==> config.mk <==
export PLATFORM = sky130hd
export DESIGN_NAME = zyr_div
export DESIGN_NICKNAME = d
export VERILOG_FILES = /design/src/hw/rtl/zyr_div.sv
export SDC_FILE = /design/constraint.sdc
export NUM_CORES = 1
export LEC_CHECK = 0
export BUFFER_PORTS_ARGS = -buffer_cell sky130_fd_sc_hd__buf_4
export CORE_AREA = 5 5 169 171
export DETAILED_ROUTE_END_ITERATION = 10
export DIE_AREA = 0 0 174 176
export PLACE_DENSITY_LB_ADDON = 0.08
export SLEW_MARGIN = 40
export SYNTH_ARGS = -nofsm -noshare
export SYNTH_HDL_FRONTEND = slang
export SYNTH_SLANG_ARGS = --single-unit
==> constraint.sdc <==
create_clock -name clk -period 5.9 [get_ports clk]
set_input_delay 0.295 -clock clk [delete_from_list [all_inputs] [get_ports clk]]
set_output_delay 0.295 -clock clk [all_outputs]
set_load 0.01 [all_outputs]
==> src/hw/rtl/zyr_div.sv <==
// Restoring divider: 32 quotient bits, one per cycle; high numerator word below divisor.
module zyr_div (
	input  logic        clk,
	input  logic        arst_n,
	input  logic        start,
	input  logic [63:0] num,
	input  logic [31:0] den,
	output logic        done,
	output logic [31:0] quo
);

	logic [31:0] rem_q, lo_q, den_q;
	logic [4:0]  cnt_q;
	logic        run_q, done_q;
	logic [32:0] trial, diff;
	logic        ge;

	assign trial = {rem_q, lo_q[31]};
	assign ge    = trial >= {1'b0, den_q};
	assign diff  = trial - {1'b0, den_q};

	always_ff @(posedge clk or negedge arst_n) begin
		if (!arst_n) begin
			run_q  <= 1'b0;
			done_q <= 1'b0;
			cnt_q  <= '0;
			rem_q  <= '0;
			lo_q   <= '0;
			den_q  <= '0;
		end else begin
			done_q <= 1'b0;
			if (start) begin
				run_q <= 1'b1;
				cnt_q <= '0;
				rem_q <= num[63:32];
				lo_q  <= num[31:0];
				den_q <= den;
			end else if (run_q) begin
				rem_q <= ge ? diff[31:0] : trial[31:0];
				lo_q  <= {lo_q[30:0], ge};
				if (cnt_q == 5'd31) begin
					run_q  <= 1'b0;
					done_q <= 1'b1;
				end else begin
					cnt_q <= cnt_q + 5'd1;
				end
			end
		end
	end

	assign done = done_q;
	assign quo  = lo_q;

endmodule

==> impl_metrics.ini <==
[cts]
cts_sinks = 103
hold_buffers = 1
cts_tree = done
htree_levels = 3
post_cts_buffers = 0
clk_latency_ns = 0.36
cts_max_path_buffers = 2
numCtsBuffers = 9
path_clk_slew_ns = 0.09
postCtsResizedCells = 0
root_buffer = clkbuf_16

[pwr]
power-per-cell-area_nw_per_um2 = 445
pwr-share-clk_pct = 17.9
leakagePower_uw = 0.00391
vdd_ir_drop_max_mv = 0.149
p_switching_uw = 1590
seqPwrFrac_pct = 27.0
swShare_pct = 43.5
pwr-share-comb_pct = 55.2
p_int_uw = 2060

[global_routing]
grt_overflow_total = 0
grt_usage_pct = 13.1
grt_pass1_vias = 5999
grt_max_degree = 126
grt_pass1_wl_um = 32700
grt_antenna_before_repair = 0

[timing]
setup_viol_count_final = 0
holdWs_ns = 0.132
relSlewSlack_pct = 51.6
worst_pin_slew_ns = 0.727
min_period_ns = 3.51
period_share_pct = 59.4
maxSlewViolCount = 0
finalSetupTns_ns = 0
finClkSkew_ns = 0.0173
max_freq_ghz = 0.285
rsz0062_at_grt = no
setup_slack_ns = 2.39
finalHoldViolations = 0

[yosys]
yosys_warnings = 0
synthesis.nets = 892
ys_seq_area_share_pct = 39.1
synth_cells = 758
ys_types = 60
synth_area_leader_cell = dfrtp_1
ys.flop_type = dfrtp_1
yosys.area.top_type_share_pct = 39.1
synth_common_cells = 106 x o21ai_0, 104 x nand2_1, 103 x dfrtp_1, 64 x a21oi_1, 53 x mux2i_1
synthArstFlopShare_pct = 100
synth_edf_count = 0
netlist_area_um2 = 6600
yosysMostFrequentCell = o21ai_0
yosys-top-cells-area = dfrtp_1 39%, mux2i_1 8.0%, o21ai_0 8.0%
syn_avg_cell_area_um2 = 8.70
ys_seq_elements = 103

[floorplan]
die_y_um = 176
pin_count = 132
start_util_pct = 24.7
die-width_um = 174
fp-row-count = 60
core_um2 = 26700
die_area_um2 = 30600

[place]
dpl_worst_slack_ns = 2.40
hpwlAfterDp_um = 14500
port_buffers = 131
gp_congestion = 0.779
place_inst = 1190

[detailed_routing]
drc_errors = 0
dr.first_iter.drc_count = 223
vias_per_cell = 4.72
postRouteAntennaNets = 0
wl_per_cell_um = 16.6
wirelength_um = 20000
via_count = 5694
drt-pass1-iter-count = 4

[finish]
stdcell_count = 1207
areaGrowthSynthToFinish_pct = 24.2
nNetsFinal = 995
layout-drive-gt1-share_pct = 19.2
num_antenna_cells = 0
post-route-util_pct = 30.7

[hold_path]
min_path_type = in2reg

[setup_path]
end_kind = register
required_ns = 6.10
crit_fanout = 4
arrival_ns = 3.71
critical_path_class = reg2reg
start_kind = register
r2r_slack_ns = 2.39

[run_status]
status = finished, final reports clean

[run]
drv_cap = 0
[cell usage in the layout, fill, tap and decap left out, types with 10 or more instances in the layout]
| cell type | Yosys | layout |
|---|---|---|
| nand2_1 | 104 | 104 |
| nand4_1 | 10 | 10 |
| nor2_1 | 33 | 33 |
| ha_1 | 34 | 34 |
| nor3b_1 | 25 | 25 |
| inv_1 | 46 | 46 |
| mux2i_1 | 53 | 53 |
| dfrtp_1 | 103 | 102 |
| a21oi_1 | 64 | 64 |
| o21ai_0 | 106 | 106 |
| buf_4 | 2 | 134 |
| xnor2_1 | 18 | 18 |
| xor2_1 | 12 | 12 |
[layer usage]
layer / GRT usage [%] / vias to the layer above / share of wire, %
met1: 18.2 / 2669 / 50
met3: 4.22 / 13 / 6.7
li1: - / 2895 / -
met4: 3.40 / 0 / 1.4
met2: 19.8 / 117 / 42
met5: 0 / - / 0
[power by group through the flow]
stage               clock, uW  sequential (uW)  combinational (uW)
finish                    652              984                2010
floorplan                   0              972                1530
detailed placement          0             1000                2030
global route              702             1010                2270
global placement            0              999                2060
CTS                       680              987                2040
[per-stage QoR]
stage	cell area, um2	power [uW]
after global placement	7870	3060
after detailed placement	7870	3030
after global routing	8200	3990
after floorplan	6600	2500
final	8200	3650
after CTS	8190	3710
[state kept, by name, indices dropped and copies added (netlist names)]
signal	flops
den_q	32
quo	32
rem_q	32
cnt_q	5
done	1
run_q	1
[worst max-delay path: stages (launching register included)]
cell,delay [ns]
dfrtp_1,0.41
inv_1,0.07
ha_1,0.16
inv_1,0.06
fa_1,0.41
a21oi_1,0.32
o211a_1,0.23
a211oi_1,0.08
o41ai_1,0.48
a21oi_1,0.20
a221oi_2,0.44
o221ai_1,0.20
xnor2_1,0.18
o221ai_1,0.13
[cell type report]
type / count / area, um2
Fill cell: 2913 / 18500
Multi-Input combinational cell: 564 / 3660
Sequential cell: 103 / 2580
Timing Repair Buffer: 137 / 1040
Tap cell: 341 / 427
Clock buffer: 10 / 229
Inverter: 46 / 173
Clock inverter: 6 / 82.6
[final timing paths]
check / startpoint / endpoint / cells after the start
worst max-delay path: quo[31]$_DFFE_PN0P_ / rem_q[28]$_DFFE_PN0P_ / 13
worst min-delay path: num[3] / quo[3]$_DFFE_PN0P_ / 3
worst max register to register: quo[31]$_DFFE_PN0P_ / rem_q[28]$_DFFE_PN0P_ / 13
worst min register to register: den_q[0]$_DFFE_PN0P_ / den_q[0]$_DFFE_PN0P_ / 1
max in group asynchronous: arst_n / run_q$_DFF_PN0_ / 3
min in group asynchronous: arst_n / den_q[9]$_DFFE_PN0P_ / 2
[kinds of logic (layout without fill, tap and decap cells)]
logic type	after synthesis	in the layout	share of synthesized area, %
mux	54	54	8.21
buf+inv	91	199	5.54
compound gates	234	234	21.1
simple gates	211	211	15.4
flops	103	103	39.1
fa+ha+maj	35	35	6.75
xor+xnor	30	30	3.98
Power figures use the tool's default switching activity.
