`src/hw/rtl/zyr_pkg.sv`:
```
// Shared constants, codes and tables for the Z-Y rotation pose core.
package zyr_pkg;

	localparam logic [2:0] MODE_SET_BOTH  = 3'd0;
	localparam logic [2:0] MODE_SET_Z     = 3'd1;
	localparam logic [2:0] MODE_SET_Y     = 3'd2;
	localparam logic [2:0] MODE_ADD_Z     = 3'd3;
	localparam logic [2:0] MODE_ADD_Y     = 3'd4;
	localparam logic [2:0] MODE_RECOMPUTE = 3'd5;

	localparam logic [2:0] CFG_CENTER_X = 3'd0;
	localparam logic [2:0] CFG_CENTER_Y = 3'd1;
	localparam logic [2:0] CFG_CENTER_Z = 3'd2;
	localparam logic [2:0] CFG_REF_X    = 3'd3;
	localparam logic [2:0] CFG_REF_Y    = 3'd4;
	localparam logic [2:0] CFG_REF_Z    = 3'd5;

	localparam int NUM_ATAN = 24;
	localparam logic signed [33:0] CORDIC_GAIN = 34'sd652032874;
	localparam logic signed [33:0] ONE_Q30     = 34'sd1073741824;

	function automatic logic signed [33:0] atan_val(input logic [4:0] idx);
		logic signed [33:0] v;
		case (idx)
			5'd0:  v = 34'sd536870912;
			5'd1:  v = 34'sd316933406;
			5'd2:  v = 34'sd167458907;
			5'd3:  v = 34'sd85004756;
			5'd4:  v = 34'sd42667331;
			5'd5:  v = 34'sd21354465;
			5'd6:  v = 34'sd10679838;
			5'd7:  v = 34'sd5340245;
			5'd8:  v = 34'sd2670163;
			5'd9:  v = 34'sd1335087;
			5'd10: v = 34'sd667544;
			5'd11: v = 34'sd333772;
			5'd12: v = 34'sd166886;
			5'd13: v = 34'sd83443;
			5'd14: v = 34'sd41721;
			5'd15: v = 34'sd20860;
			5'd16: v = 34'sd10430;
			5'd17: v = 34'sd5215;
			5'd18: v = 34'sd2607;
			5'd19: v = 34'sd1303;
			5'd20: v = 34'sd651;
			5'd21: v = 34'sd325;
			5'd22: v = 34'sd162;
			5'd23: v = 34'sd81;
			default: v = 34'sd0;
		endcase
		return v;
	endfunction

endpackage

```
`src/hw/rtl/zyr_cordic.sv`:
```
// Iterative CORDIC unit: one rotation step per cycle, Q2.30 cosine and sine.
module zyr_cordic #(
	parameter int ANGLE_BITS      = 16,
	parameter int TRIG_ITERATIONS = 16
) (
	input  logic                  clk,
	input  logic                  arst_n,
	input  logic                  start,
	input  logic [ANGLE_BITS-1:0] ang,
	output logic                  done,
	output logic signed [31:0]    cos_out,
	output logic signed [31:0]    sin_out
);

	logic signed [33:0] x_q, y_q, z_q;
	logic [4:0]         i_q;
	logic               run_q, neg_q, done_q;

	logic [31:0]        t0, t1;
	logic               fold;
	logic signed [33:0] xs, ys, at, xc, yc;

	assign t0   = 32'(ang) << (32 - ANGLE_BITS);
	assign fold = t0[31] ^ t0[30];
	assign t1   = {t0[31] ^ fold, t0[30:0]};

	assign xs = x_q >>> i_q;
	assign ys = y_q >>> i_q;
	assign at = zyr_pkg::atan_val(i_q);

	always_ff @(posedge clk or negedge arst_n) begin
		if (!arst_n) begin
			run_q  <= 1'b0;
			done_q <= 1'b0;
			neg_q  <= 1'b0;
			i_q    <= '0;
			x_q    <= '0;
			y_q    <= '0;
			z_q    <= '0;
		end else begin
			done_q <= 1'b0;
			if (start) begin
				run_q <= 1'b1;
				neg_q <= fold;
				i_q   <= '0;
				x_q   <= zyr_pkg::CORDIC_GAIN;
				y_q   <= '0;
				z_q   <= {{2{t1[31]}}, t1};
			end else if (run_q) begin
				if (!z_q[33]) begin
					x_q <= x_q - ys;
					y_q <= y_q + xs;
					z_q <= z_q - at;
				end else begin
					x_q <= x_q + ys;
					y_q <= y_q - xs;
					z_q <= z_q + at;
				end
				if (i_q == 5'(TRIG_ITERATIONS - 1)) begin
					run_q  <= 1'b0;
					done_q <= 1'b1;
				end else begin
					i_q <= i_q + 5'd1;
				end
			end
		end
	end

	always_comb begin
		xc = x_q;
		yc = y_q;
		if (x_q > zyr_pkg::ONE_Q30) xc = zyr_pkg::ONE_Q30;
		if (x_q < -zyr_pkg::ONE_Q30) xc = -zyr_pkg::ONE_Q30;
		if (y_q > zyr_pkg::ONE_Q30) yc = zyr_pkg::ONE_Q30;
		if (y_q < -zyr_pkg::ONE_Q30) yc = -zyr_pkg::ONE_Q30;
		if (neg_q) begin
			xc = -xc;
			yc = -yc;
		end
	end

	assign cos_out = xc[31:0];
	assign sin_out = yc[31:0];
	assign done    = done_q;

endmodule

```
`config.mk`:
```
export PLATFORM = sky130hd
export DESIGN_NAME = zyr_cordic
export DESIGN_NICKNAME = d
export VERILOG_FILES = /design/src/hw/rtl/zyr_pkg.sv /design/src/hw/rtl/zyr_cordic.sv
export SDC_FILE = /design/constraint.sdc
export NUM_CORES = 1
export LEC_CHECK = 0
export ABC_CLOCK_PERIOD_IN_PS = 5700
export BUFFER_PORTS_ARGS = -buffer_cell sky130_fd_sc_hd__buf_2
export CELL_PAD_IN_SITES_DETAIL_PLACEMENT = 2
export CELL_PAD_IN_SITES_GLOBAL_PLACEMENT = 2
export CORE_ASPECT_RATIO = 0.7
export CORE_UTILIZATION = 35
export DETAILED_ROUTE_END_ITERATION = 10
export PLACE_DENSITY_LB_ADDON = 0.15
export SETUP_SLACK_MARGIN = 0.5
export SLEW_MARGIN = 30
export SYNTH_ARGS = -nofsm -noshare
export SYNTH_HDL_FRONTEND = slang
export SYNTH_SLANG_ARGS = --single-unit
```
`constraint.sdc`:
```
create_clock -name clk -period 5.7 [get_ports clk]
set_input_delay 0.855 -clock clk [delete_from_list [all_inputs] [get_ports clk]]
set_output_delay 0.855 -clock clk [all_outputs]
set_load 0.03 [all_outputs]
```
==> summary.md, run 1 <==
| Metric | Value |
|---|---|
| Failed at | `global routing` |
| Starting density of the core | `a little over a third` |
| Syn_nets | `2,512` |
| H-tree Lvls | `3` |
| # rows | `70` |
| Cells after synthesis | `between 2,000 and 2,500` |
| Pin count of the biggest net entering global routing | `57` |
| WEP type | `register data pin` |
| Yosys top cell by area | `dfrtp_1` |
| Post-DP HPWL | `between 80,000 and 90,000 um` |
| Synthesized flop and latch total | `between 100 and 150` |
| Yosys Warn Count | `0` |
| Number of synthesized flops with an enable pin | `0` |
| CTS root buf | `clkbuf_16` |
| CTS Buf Count | `9` |
| Status | `stopped before the end` |
| Sequential share of the synthesized area | `between 10 and 15%` |
| GPL Wtd Cong | `~1` |
| # IOs | `84` |
| Mean Syn Cell Area | `just under 8 sq um` |
| Post-DP Area | `24,070 sq um` |
| Largest cells by area after synthesis | `dfrtp_1 (15%), mux4_2 (9.7%), ha_1 (7.7%)` |
| Chip Width | `around 280 um` |
| Synth top area share | `between 10% and 20%` |
| Worst endpoint after global-route timing repair | `x_q[33]$_DFFE_PN0P_/D` |
| Netlist cell types | `between 90 and 100` |
| Asr flop ratio synth | `between 90% and 100%` |
| Tool Error | `[ERROR DPL-0033] detailed placement checks failed during check placement.` |
| CTS Sinks | `110` |
| Main synth FF type | `dfrtp_1` |
| Buffers on Ports | `a little over 80` |
| Maximum root-to-sink buffer count | `2` |
| Top-count cell post-synth | `nor2_1` |
| Number of hold buffers added after CTS | `0` |
| Post-Synthesis Cell Area | `approximately 19,000 sq um` |
| Initial antenna violation count | `5` |
| Top cells by count, synth | `nor2_1 (243), nand2_1 (233), a21oi_1 (206)` |
| Die H | `a little under 200 um` |
==> logic make-up after synthesis <==
logic type,after synthesis,synth area share [%]
xor gates and xnor gates,204,9.791
buffers and inverters,251,5.665
AOI/OAI and AO/OA,741,26.21
and+or+nand+nor,749,18.85
muxes,204,16.62
DFF,110,14.85
adders and majority gates,117,8.022
==> through the flow <==
step | setup slack, ns | hold WS [ns] | TNS (ns) | cells | utilization (%)
4_1_cts | 0.1150 | 0.4957 | 0 | 3691 | 50.78
2_1_floorplan | 0.2340 | 0.4767 | 0 | 2376 | -
3_5_place_dp | -0.4405 | 0.5165 | -6.545 | 3572 | 46.04
3_3_place_gp | -0.2300 | 0.5088 | -1.146 | 3572 | 46.04
==> what timing repair did <==
item,4_1_cts
gates cloned,2
resized for setup,350
endpoints found under the setup margin,110
pin swaps,151
endpoints found under the hold margin,0
buffers inserted,101
==> run 2: changes to the inputs <==
==> config.mk (replaced) <==
export PLATFORM = sky130hd
export DESIGN_NAME = zyr_cordic
export DESIGN_NICKNAME = d
export VERILOG_FILES = /design/src/hw/rtl/zyr_pkg.sv /design/src/hw/rtl/zyr_cordic.sv
export SDC_FILE = /design/constraint.sdc
export NUM_CORES = 1
export LEC_CHECK = 0
export ABC_CLOCK_PERIOD_IN_PS = 7410
export BUFFER_PORTS_ARGS = -buffer_cell sky130_fd_sc_hd__buf_2
export CORE_UTILIZATION = 40
export DETAILED_ROUTE_END_ITERATION = 10
export PLACE_DENSITY_LB_ADDON = 0.15
export SLEW_MARGIN = 30
export SYNTH_ARGS = -nofsm -noshare
export SYNTH_HDL_FRONTEND = slang
export SYNTH_SLANG_ARGS = --single-unit
==> constraint.sdc (replaced) <==
create_clock -name clk -period 7.41 [get_ports clk]
set_input_delay 1.1115 -clock clk [delete_from_list [all_inputs] [get_ports clk]]
set_output_delay 1.1115 -clock clk [all_outputs]
set_load 0.03 [all_outputs]
==> summary.md, run 2 <==
| Metric | Value |
|---|---|
| Netlist cell types | `94 (unchanged)` |
| Reg2reg start | `i_q[0]` |
| Mean Syn Cell Area | `7.799 sq um (unchanged)` |
| Crit-path max FO | `33` |
| Multi-input combinational cell area | `14,750 sq um` |
| Detail Route Antenna Nets | `0` |
| Min-delay src | `z_q[29]` |
| Vias in the first global route | `between 15,000 and 20,000` |
| Top-count cell post-synth | `nor2_1 (unchanged)` |
| Post-Synthesis Cell Area | `18,530 sq um (unchanged)` |
| Buffers on Ports | `83 (unchanged)` |
| Chip Width | `217.2 um (was 277.0 um)` |
| First-pass GRT wire length | `~110,000 um` |
| CP max-delay cell | `dfrtp_4` |
| Crit path max-delay family | `simple AND/OR/NAND/NOR gates` |
| Max-cap violation count | `0` |
| Setup_tns | `0 ns` |
| Starting density of the core | `40.66% (was 35.44%)` |
| Sequence of cells on the critical path | `mux4_2, a32o_1, a211oi_1, and4bb_2, and4_1, nor2b_1, nand3_1, nor3_1, nor2_1, xnor2_1, ha_1, and4_1, and3_1, nand2_1, nand3_1, a31oi_1, a21boi_0, nand3b_1, a41oi_1, xnor3_1, nand2_1, mux2_2` |
| RSZ-0062 raised after global routing | `false` |
| Cells after synthesis | `2,376 (unchanged)` |
| Critical setup path kind | `reg2reg` |
| Clock period minus worst slack | `roughly 7.0 ns` |
| Post-Layout Cell Count | `2,951` |
| Largest cells by area after synthesis | `dfrtp_1 (15%), mux4_2 (9.7%), ha_1 (7.7%) (unchanged)` |
| Final Skew | `about 0.022 ns` |
| Yosys top cell by area | `dfrtp_1 (unchanged)` |
| Maximum root-to-sink buffer count | `2 (unchanged)` |
| Main synth FF type | `dfrtp_1 (unchanged)` |
| DR vias | `18,990` |
| Share of cells above drive strength 1 | `between 10 and 15%` |
| CTS Sinks | `110 (unchanged)` |
| H-tree Lvls | `3 (unchanged)` |
| Asr flop ratio synth | `100.0% (unchanged)` |
| Clk Latency, worst-skew pair | `approximately 0.42 ns` |
| Critical Path Source Type | `flop` |
| Die area | `approximately 47,000 sq um` |
| Core area | `between 40,000 and 50,000 sq um` |
| Most frequent cells in the layout | `nor2_1 (243), nand2_1 (233), a21oi_1 (206)` |
| Max Freq | `about 140 MHz` |
| Die H | `217.2 um (was 194.5 um)` |
| Post-DP HPWL | `54,170 um (was 82,830 um)` |
| Initial antenna violation count | `1` |
| CTS root buf | `clkbuf_16 (unchanged)` |
| Min-delay worst type | `reg2reg` |
| Syn_nets | `2,512 (unchanged)` |
| WHS | `~0.53 ns` |
| CTS Buf Count | `9 (unchanged)` |
| Status | `complete, no violations (was stopped before the end)` |
| Register Area | `~2800 sq um` |
| First DRT Iteration DRCs | `1,925` |
| Vias per cell | `~6.4` |
| Fin. Hold Viols | `0` |
| Postcts setup bufs | `0 (was 101)` |
| Worst EP required | `approximately 7.7 ns` |
| Yosys Warn Count | `0 (unchanged)` |
| Final worst-path cycle share | `a little over nine tenths` |
| CTS tree | `yes` |
| Drt drc | `0` |
| Commonest non-fill, non-tap cell in the layout | `nor2_1` |
| # IOs | `84 (unchanged)` |
| Drt pass-1 iters | `6` |
| Relative slew margins | `42.12%` |
| Worst path max stage delay | `a little under 0.8 ns` |
| Final setup viols | `0` |
| Filler Cell Count | `4,608` |
| Gr usage total | `between 30% and 40%` |
| Buf/Inv on CP | `0` |
| Grt ovf | `0` |
| GPL Wtd Cong | `1.053 (was 0.9870)` |
| Drt total wl | `between 70,000 and 80,000 um` |
| Max Slew Vio Count | `0` |
| Sequential share of the synthesized area | `14.85% (unchanged)` |
| Biggest regs | `x_q (34), y_q (34), z_q (34)` |
| CP Capture Type | `flop` |
| Synth top area share | `14.85% (unchanged)` |
| Placed insts | `2,932 (was 3,572)` |
| Pin count of the biggest net entering global routing | `84` |
| Worst-margin pin slew | `between 0.8 and 0.9 ns` |
| WL per Instance | `approximately 24 um` |
| Number of synthesized flops with an enable pin | `0 (unchanged)` |
| Area Overhead vs Synth | `6.603%` |
| Nets | `~2,500` |
| Worst Setup SP | `i_q[0]` |
| CP arrival | `approximately 7.3 ns` |
| CTS clock-pin slew for the worst setup and hold paths | `roughly 0.09 ns` |
| Top cells by count, synth | `nor2_1 (243), nand2_1 (233), a21oi_1 (206) (unchanged)` |
| # rows | `78 (was 70)` |
| Synthesized flop and latch total | `110 (unchanged)` |
-- run 2: cell counts after synthesis --
No cell type changed its count.
-- run 2: final cells by class --
| cell class | instances | area share, % |
|---|---|---|
| multi-input cells | 2015 | 74.66 |
| well taps | 600 | 3.800 |
| inverters | 58 | 1.102 |
| repair buffers | 150 | 4.839 |
| clock inverters | 6 | 0.3610 |
| flip-flops and latches | 110 | 14.05 |
| clock buffers | 10 | 1.159 |
| diodes | 2 | 0.02534 |
-- run 2: what timing repair did --
action                                 4_1_cts  5_1_grt
setup endpoints to repair                    0        1
hold buffers                                 0        0
endpoints found under the hold margin        0        0
resized for setup                            0        1
-- run 2: path summary, 6_finish.rpt --
path	end	slack, ns	cells after the start
max	y_q[33]	0.45	22
min	z_q[29]	0.53	2
max reg2reg	y_q[33]	0.45	22
min reg2reg	z_q[29]	0.53	2
max in group asynchronous	y_q[7]	5.58	3
min in group asynchronous	i_q[1]	0.75	1
-- run 2: cell families after synthesis --
kind of cell               after synthesis  synth area share, %
AOI/OAI and AO/OA                      741                26.21
buffers and inverters                  251                5.665
xor gates and xnor gates               204                9.791
DFF                                    110                14.85
and+or+nand+nor                        749                18.85
adders and majority gates              117                8.022
muxes                                  204                16.62
-- run 2: worst reg2reg max path: stages (launching register included) --
cell and delay (ns):
dfrtp_4 0.78, mux4_2 0.63, a32o_1 0.28, a211oi_1 0.67
and4bb_2 0.35, and4_1 0.31, nor2b_1 0.39, nand3_1 0.21
nor3_1 0.23, nor2_1 0.08, xnor2_1 0.16, ha_1 0.35
and4_1 0.23, and3_1 0.24, nand2_1 0.08, nand3_1 0.11
a31oi_1 0.27, a21boi_0 0.19, nand3b_1 0.21, a41oi_1 0.31
xnor3_1 0.37, nand2_1 0.08, mux2_2 0.33
-- run 2: through the flow --
| step | cell area (sq um) | setup WS, ns | util, % |
|---|---|---|---|
| 2_1_floorplan | 18530 | 1.477 | - |
| 3_3_place_gp | 19420 | 0.6480 | 42.60 |
| 3_5_place_dp | 19420 | 0.5387 | 42.60 |
| 4_1_cts | 19720 | 0.4477 | 43.26 |
| 5_1_grt | 19750 | 0.05127 | 43.33 |
| 6_report | 19750 | 0.4475 | 43.34 |
-- run 2: metal layers --
metal	track usage, %	routed length, um
met5	0	0
met3	5.241	5730
met1	40.31	30720
met2	49.14	33370
met4	10.63	2159
Power of run 2 is left out: the tool's default activity adds up to more than one toggle a clock period on the data nets, which glitch-free logic cannot reach.
==> run 3: changes to the inputs <==
--- a/config.mk
+++ b/config.mk
@@ -7,7 +7,8 @@
 export LEC_CHECK = 0
 export ABC_CLOCK_PERIOD_IN_PS = 7410
 export BUFFER_PORTS_ARGS = -buffer_cell sky130_fd_sc_hd__buf_2
-export CORE_UTILIZATION = 40
+export CORE_MARGIN = 3
+export CORE_UTILIZATION = 65
 export DETAILED_ROUTE_END_ITERATION = 10
 export PLACE_DENSITY_LB_ADDON = 0.15
 export SLEW_MARGIN = 30
==> summary.md, run 3 (synthesized netlist as in run 2, its figures left out) <==
| Metric | Value |
|---|---|
| GPL Wtd Cong | `1.101 (was 1.053)` |
| DR vias | `19,420 (was 18,990)` |
| Detail Route Antenna Nets | `0 (unchanged)` |
| Max Slew Vio Count | `0 (unchanged)` |
| Worst-margin pin slew | `1.074 ns (was 0.8682 ns)` |
| CP max-delay cell | `dfrtp_4 (unchanged)` |
| CP arrival | `7.13 ns (was 7.26 ns)` |
| Area Overhead vs Synth | `4.538% (was 6.603%)` |
| Initial antenna violation count | `0 (was 1)` |
| Drt pass-1 iters | `6 (unchanged)` |
| Core area | `27,930 sq um (was 45,580 sq um)` |
| Gr usage total | `42.28% (was 30.28%)` |
| Max-cap violation count | `0 (unchanged)` |
| Setup_tns | `0 ns (unchanged)` |
| Critical Path Source Type | `flop (unchanged)` |
| Maximum root-to-sink buffer count | `2 (unchanged)` |
| Worst EP required | `7.67 ns (was 7.70 ns)` |
| CTS tree | `yes (unchanged)` |
| Vias per cell | `7.168 (was 6.435)` |
| Final worst-path cycle share | `92.63% (was 93.96%)` |
| Post-DP HPWL | `48,270 um (was 54,170 um)` |
| WL met2 | `29,360 um (was 33,370 um)` |
| RSZ-0062 raised after global routing | `false (unchanged)` |
| # rows | `61 (was 78)` |
| Pin count of the biggest net entering global routing | `82 (was 84)` |
| Sequence of cells on the critical path | `mux4_2, mux2i_1, nor2_1, a211oi_1, and2_1, and4_1, nor2b_1, nand3_1, nor3_1, nor2_1, xnor2_1, ha_1, and4_1, and3_1, nand4_1, a211o_1, a21boi_0, nand3b_1, a41oi_1, xnor3_1, nand2_1, mux2_2 (was mux4_2, a32o_1, a211oi_1, and4bb_2, and4_1, nor2b_1, nand3_1, nor3_1, nor2_1, xnor2_1, ha_1, and4_1, and3_1, nand2_1, nand3_1, a31oi_1, a21boi_0, nand3b_1, a41oi_1, xnor3_1, nand2_1, mux2_2)` |
| Final setup viols | `0 (unchanged)` |
| H-tree Lvls | `3 (unchanged)` |
| Status | `complete, no violations (unchanged)` |
| Die area | `30,570 sq um (was 47,190 sq um)` |
| CTS Buf Count | `9 (unchanged)` |
| Most frequent cells in the layout | `nor2_1 (243), nand2_1 (233), a21oi_1 (206) (unchanged)` |
| # IOs | `84 (unchanged)` |
| Max Freq | `145.7 MHz (was 143.6 MHz)` |
| Nets | `2,461 (was 2,480)` |
| First-pass GRT wire length | `102,700 um (was 110,000 um)` |
| Drt drc | `0 (unchanged)` |
| Buffers on Ports | `83 (unchanged)` |
| Filler Cell Count | `2,355 (was 4,608)` |
| Biggest regs | `x_q (34), y_q (34), z_q (34) (unchanged)` |
| Worst path max stage delay | `0.76 ns (was 0.78 ns)` |
| Min-delay worst type | `reg2reg (unchanged)` |
| Buf/Inv on CP | `0 (unchanged)` |
| Die H | `174.8 um (was 217.2 um)` |
| Final Skew | `0.02803 ns (was 0.02160 ns)` |
| CTS Sinks | `110 (unchanged)` |
| Clk Latency, worst-skew pair | `0.40 ns (was 0.42 ns)` |
| Vias in the first global route | `18,260 (was 17,860)` |
| CTS root buf | `clkbuf_16 (unchanged)` |
| Metal-1 WL | `25,180 um (was 30,720 um)` |
| Starting density of the core | `66.34% (was 40.66%)` |
| Grt ovf | `0 (unchanged)` |
| CTS clock-pin slew for the worst setup and hold paths | `0.09 ns (about the same)` |
| Chip Width | `174.8 um (was 217.2 um)` |
| Drt total wl | `66,400 um (was 71,970 um)` |
| Critical setup path kind | `reg2reg (unchanged)` |
| Commonest non-fill, non-tap cell in the layout | `nor2_1 (unchanged)` |
| Fin. Hold Viols | `0 (unchanged)` |
| WL per Instance | `24.51 um (was 24.39 um)` |
| Clock period minus worst slack | `6.864 ns (was 6.963 ns)` |
| Share of cells above drive strength 1 | `12.92% (was 13.62%)` |
| Crit-path max FO | `31 (was 33)` |
| First DRT Iteration DRCs | `2,183 (was 1,925)` |
| Met3 routed wirelength | `7475 um (was 5730 um)` |
| Top Metal Used | `met4 (unchanged)` |
| Crit path max-delay family | `simple AND/OR/NAND/NOR gates (unchanged)` |
| Relative slew margins | `28.39% (was 42.12%)` |
| CP Capture Type | `flop (unchanged)` |
==> run 3: cell type report <==
type | count | area (sq um) | area share [%]
Multi-Input combinational cell | 2015 | 14740 | 76.11
Sequential cell | 110 | 2775 | 14.33
Timing Repair Buffer | 131 | 850.8 | 4.392
Tap cell | 378 | 473.0 | 2.442
Clock buffer | 9 | 225.2 | 1.163
Inverter | 58 | 217.7 | 1.124
Clock inverter | 7 | 82.58 | 0.4263
Antenna cell | 1 | 2.502 | 0.01292
==> run 3: path summary, 6_finish.rpt <==
check | slack, ns | startpoint | cells past startpoint | to
worst max-delay path | 0.55 | i_q[2] | 22 | y_q[33]
worst min-delay path | 0.53 | z_q[25] | 2 | z_q[25]
worst max register to register | 0.55 | i_q[2] | 22 | y_q[33]
worst min register to register | 0.53 | z_q[25] | 2 | z_q[25]
max in group asynchronous | 5.23 | arst_n | 2 | i_q[2]
min in group asynchronous | 0.76 | arst_n | 1 | y_q[11]
==> run 3: routing by layer <==
metal	GRT usage (%)	vias up
met1	54.04	9135
met3	9.257	277
li1	-	8700
met5	0	-
met4	24.27	0
met2	66.29	1305
==> run 3: what timing repair did <==
action                                  CTS  global route
gates resized for setup                   0             0
setup buffers                             0             2
hold buffers                              0             0
endpoints found under the setup margin    0             1
==> run 3: metrics by stage <==
stage | setup slack [ns] | instance area [sq um] | cells | hold WS, ns | util (%)
global placement | 0.7632 | 19010 | 2690 | 0.4939 | 68.06
global route | 0.05411 | 19370 | 2708 | 0.5704 | 69.34
finish | 0.5459 | 19370 | 2709 | 0.5272 | 69.35
floorplan | 1.477 | 18530 | 2376 | 0.4767 | -
CTS | 0.5252 | 19320 | 2706 | 0.5291 | 69.17
detailed placement | 0.5542 | 19010 | 2690 | 0.5071 | 68.06
==> run 3: worst reg2reg max path: cells and delay by family (launching register included) <==
kind            cells  cell delay, ns
mux                 3            1.42
simple gates       12            2.44
flops               1            0.76
fa+ha+maj           1            0.37
compound gates      4            1.26
xor+xnor            2            0.51
Power of run 3 is left out for the same reason.
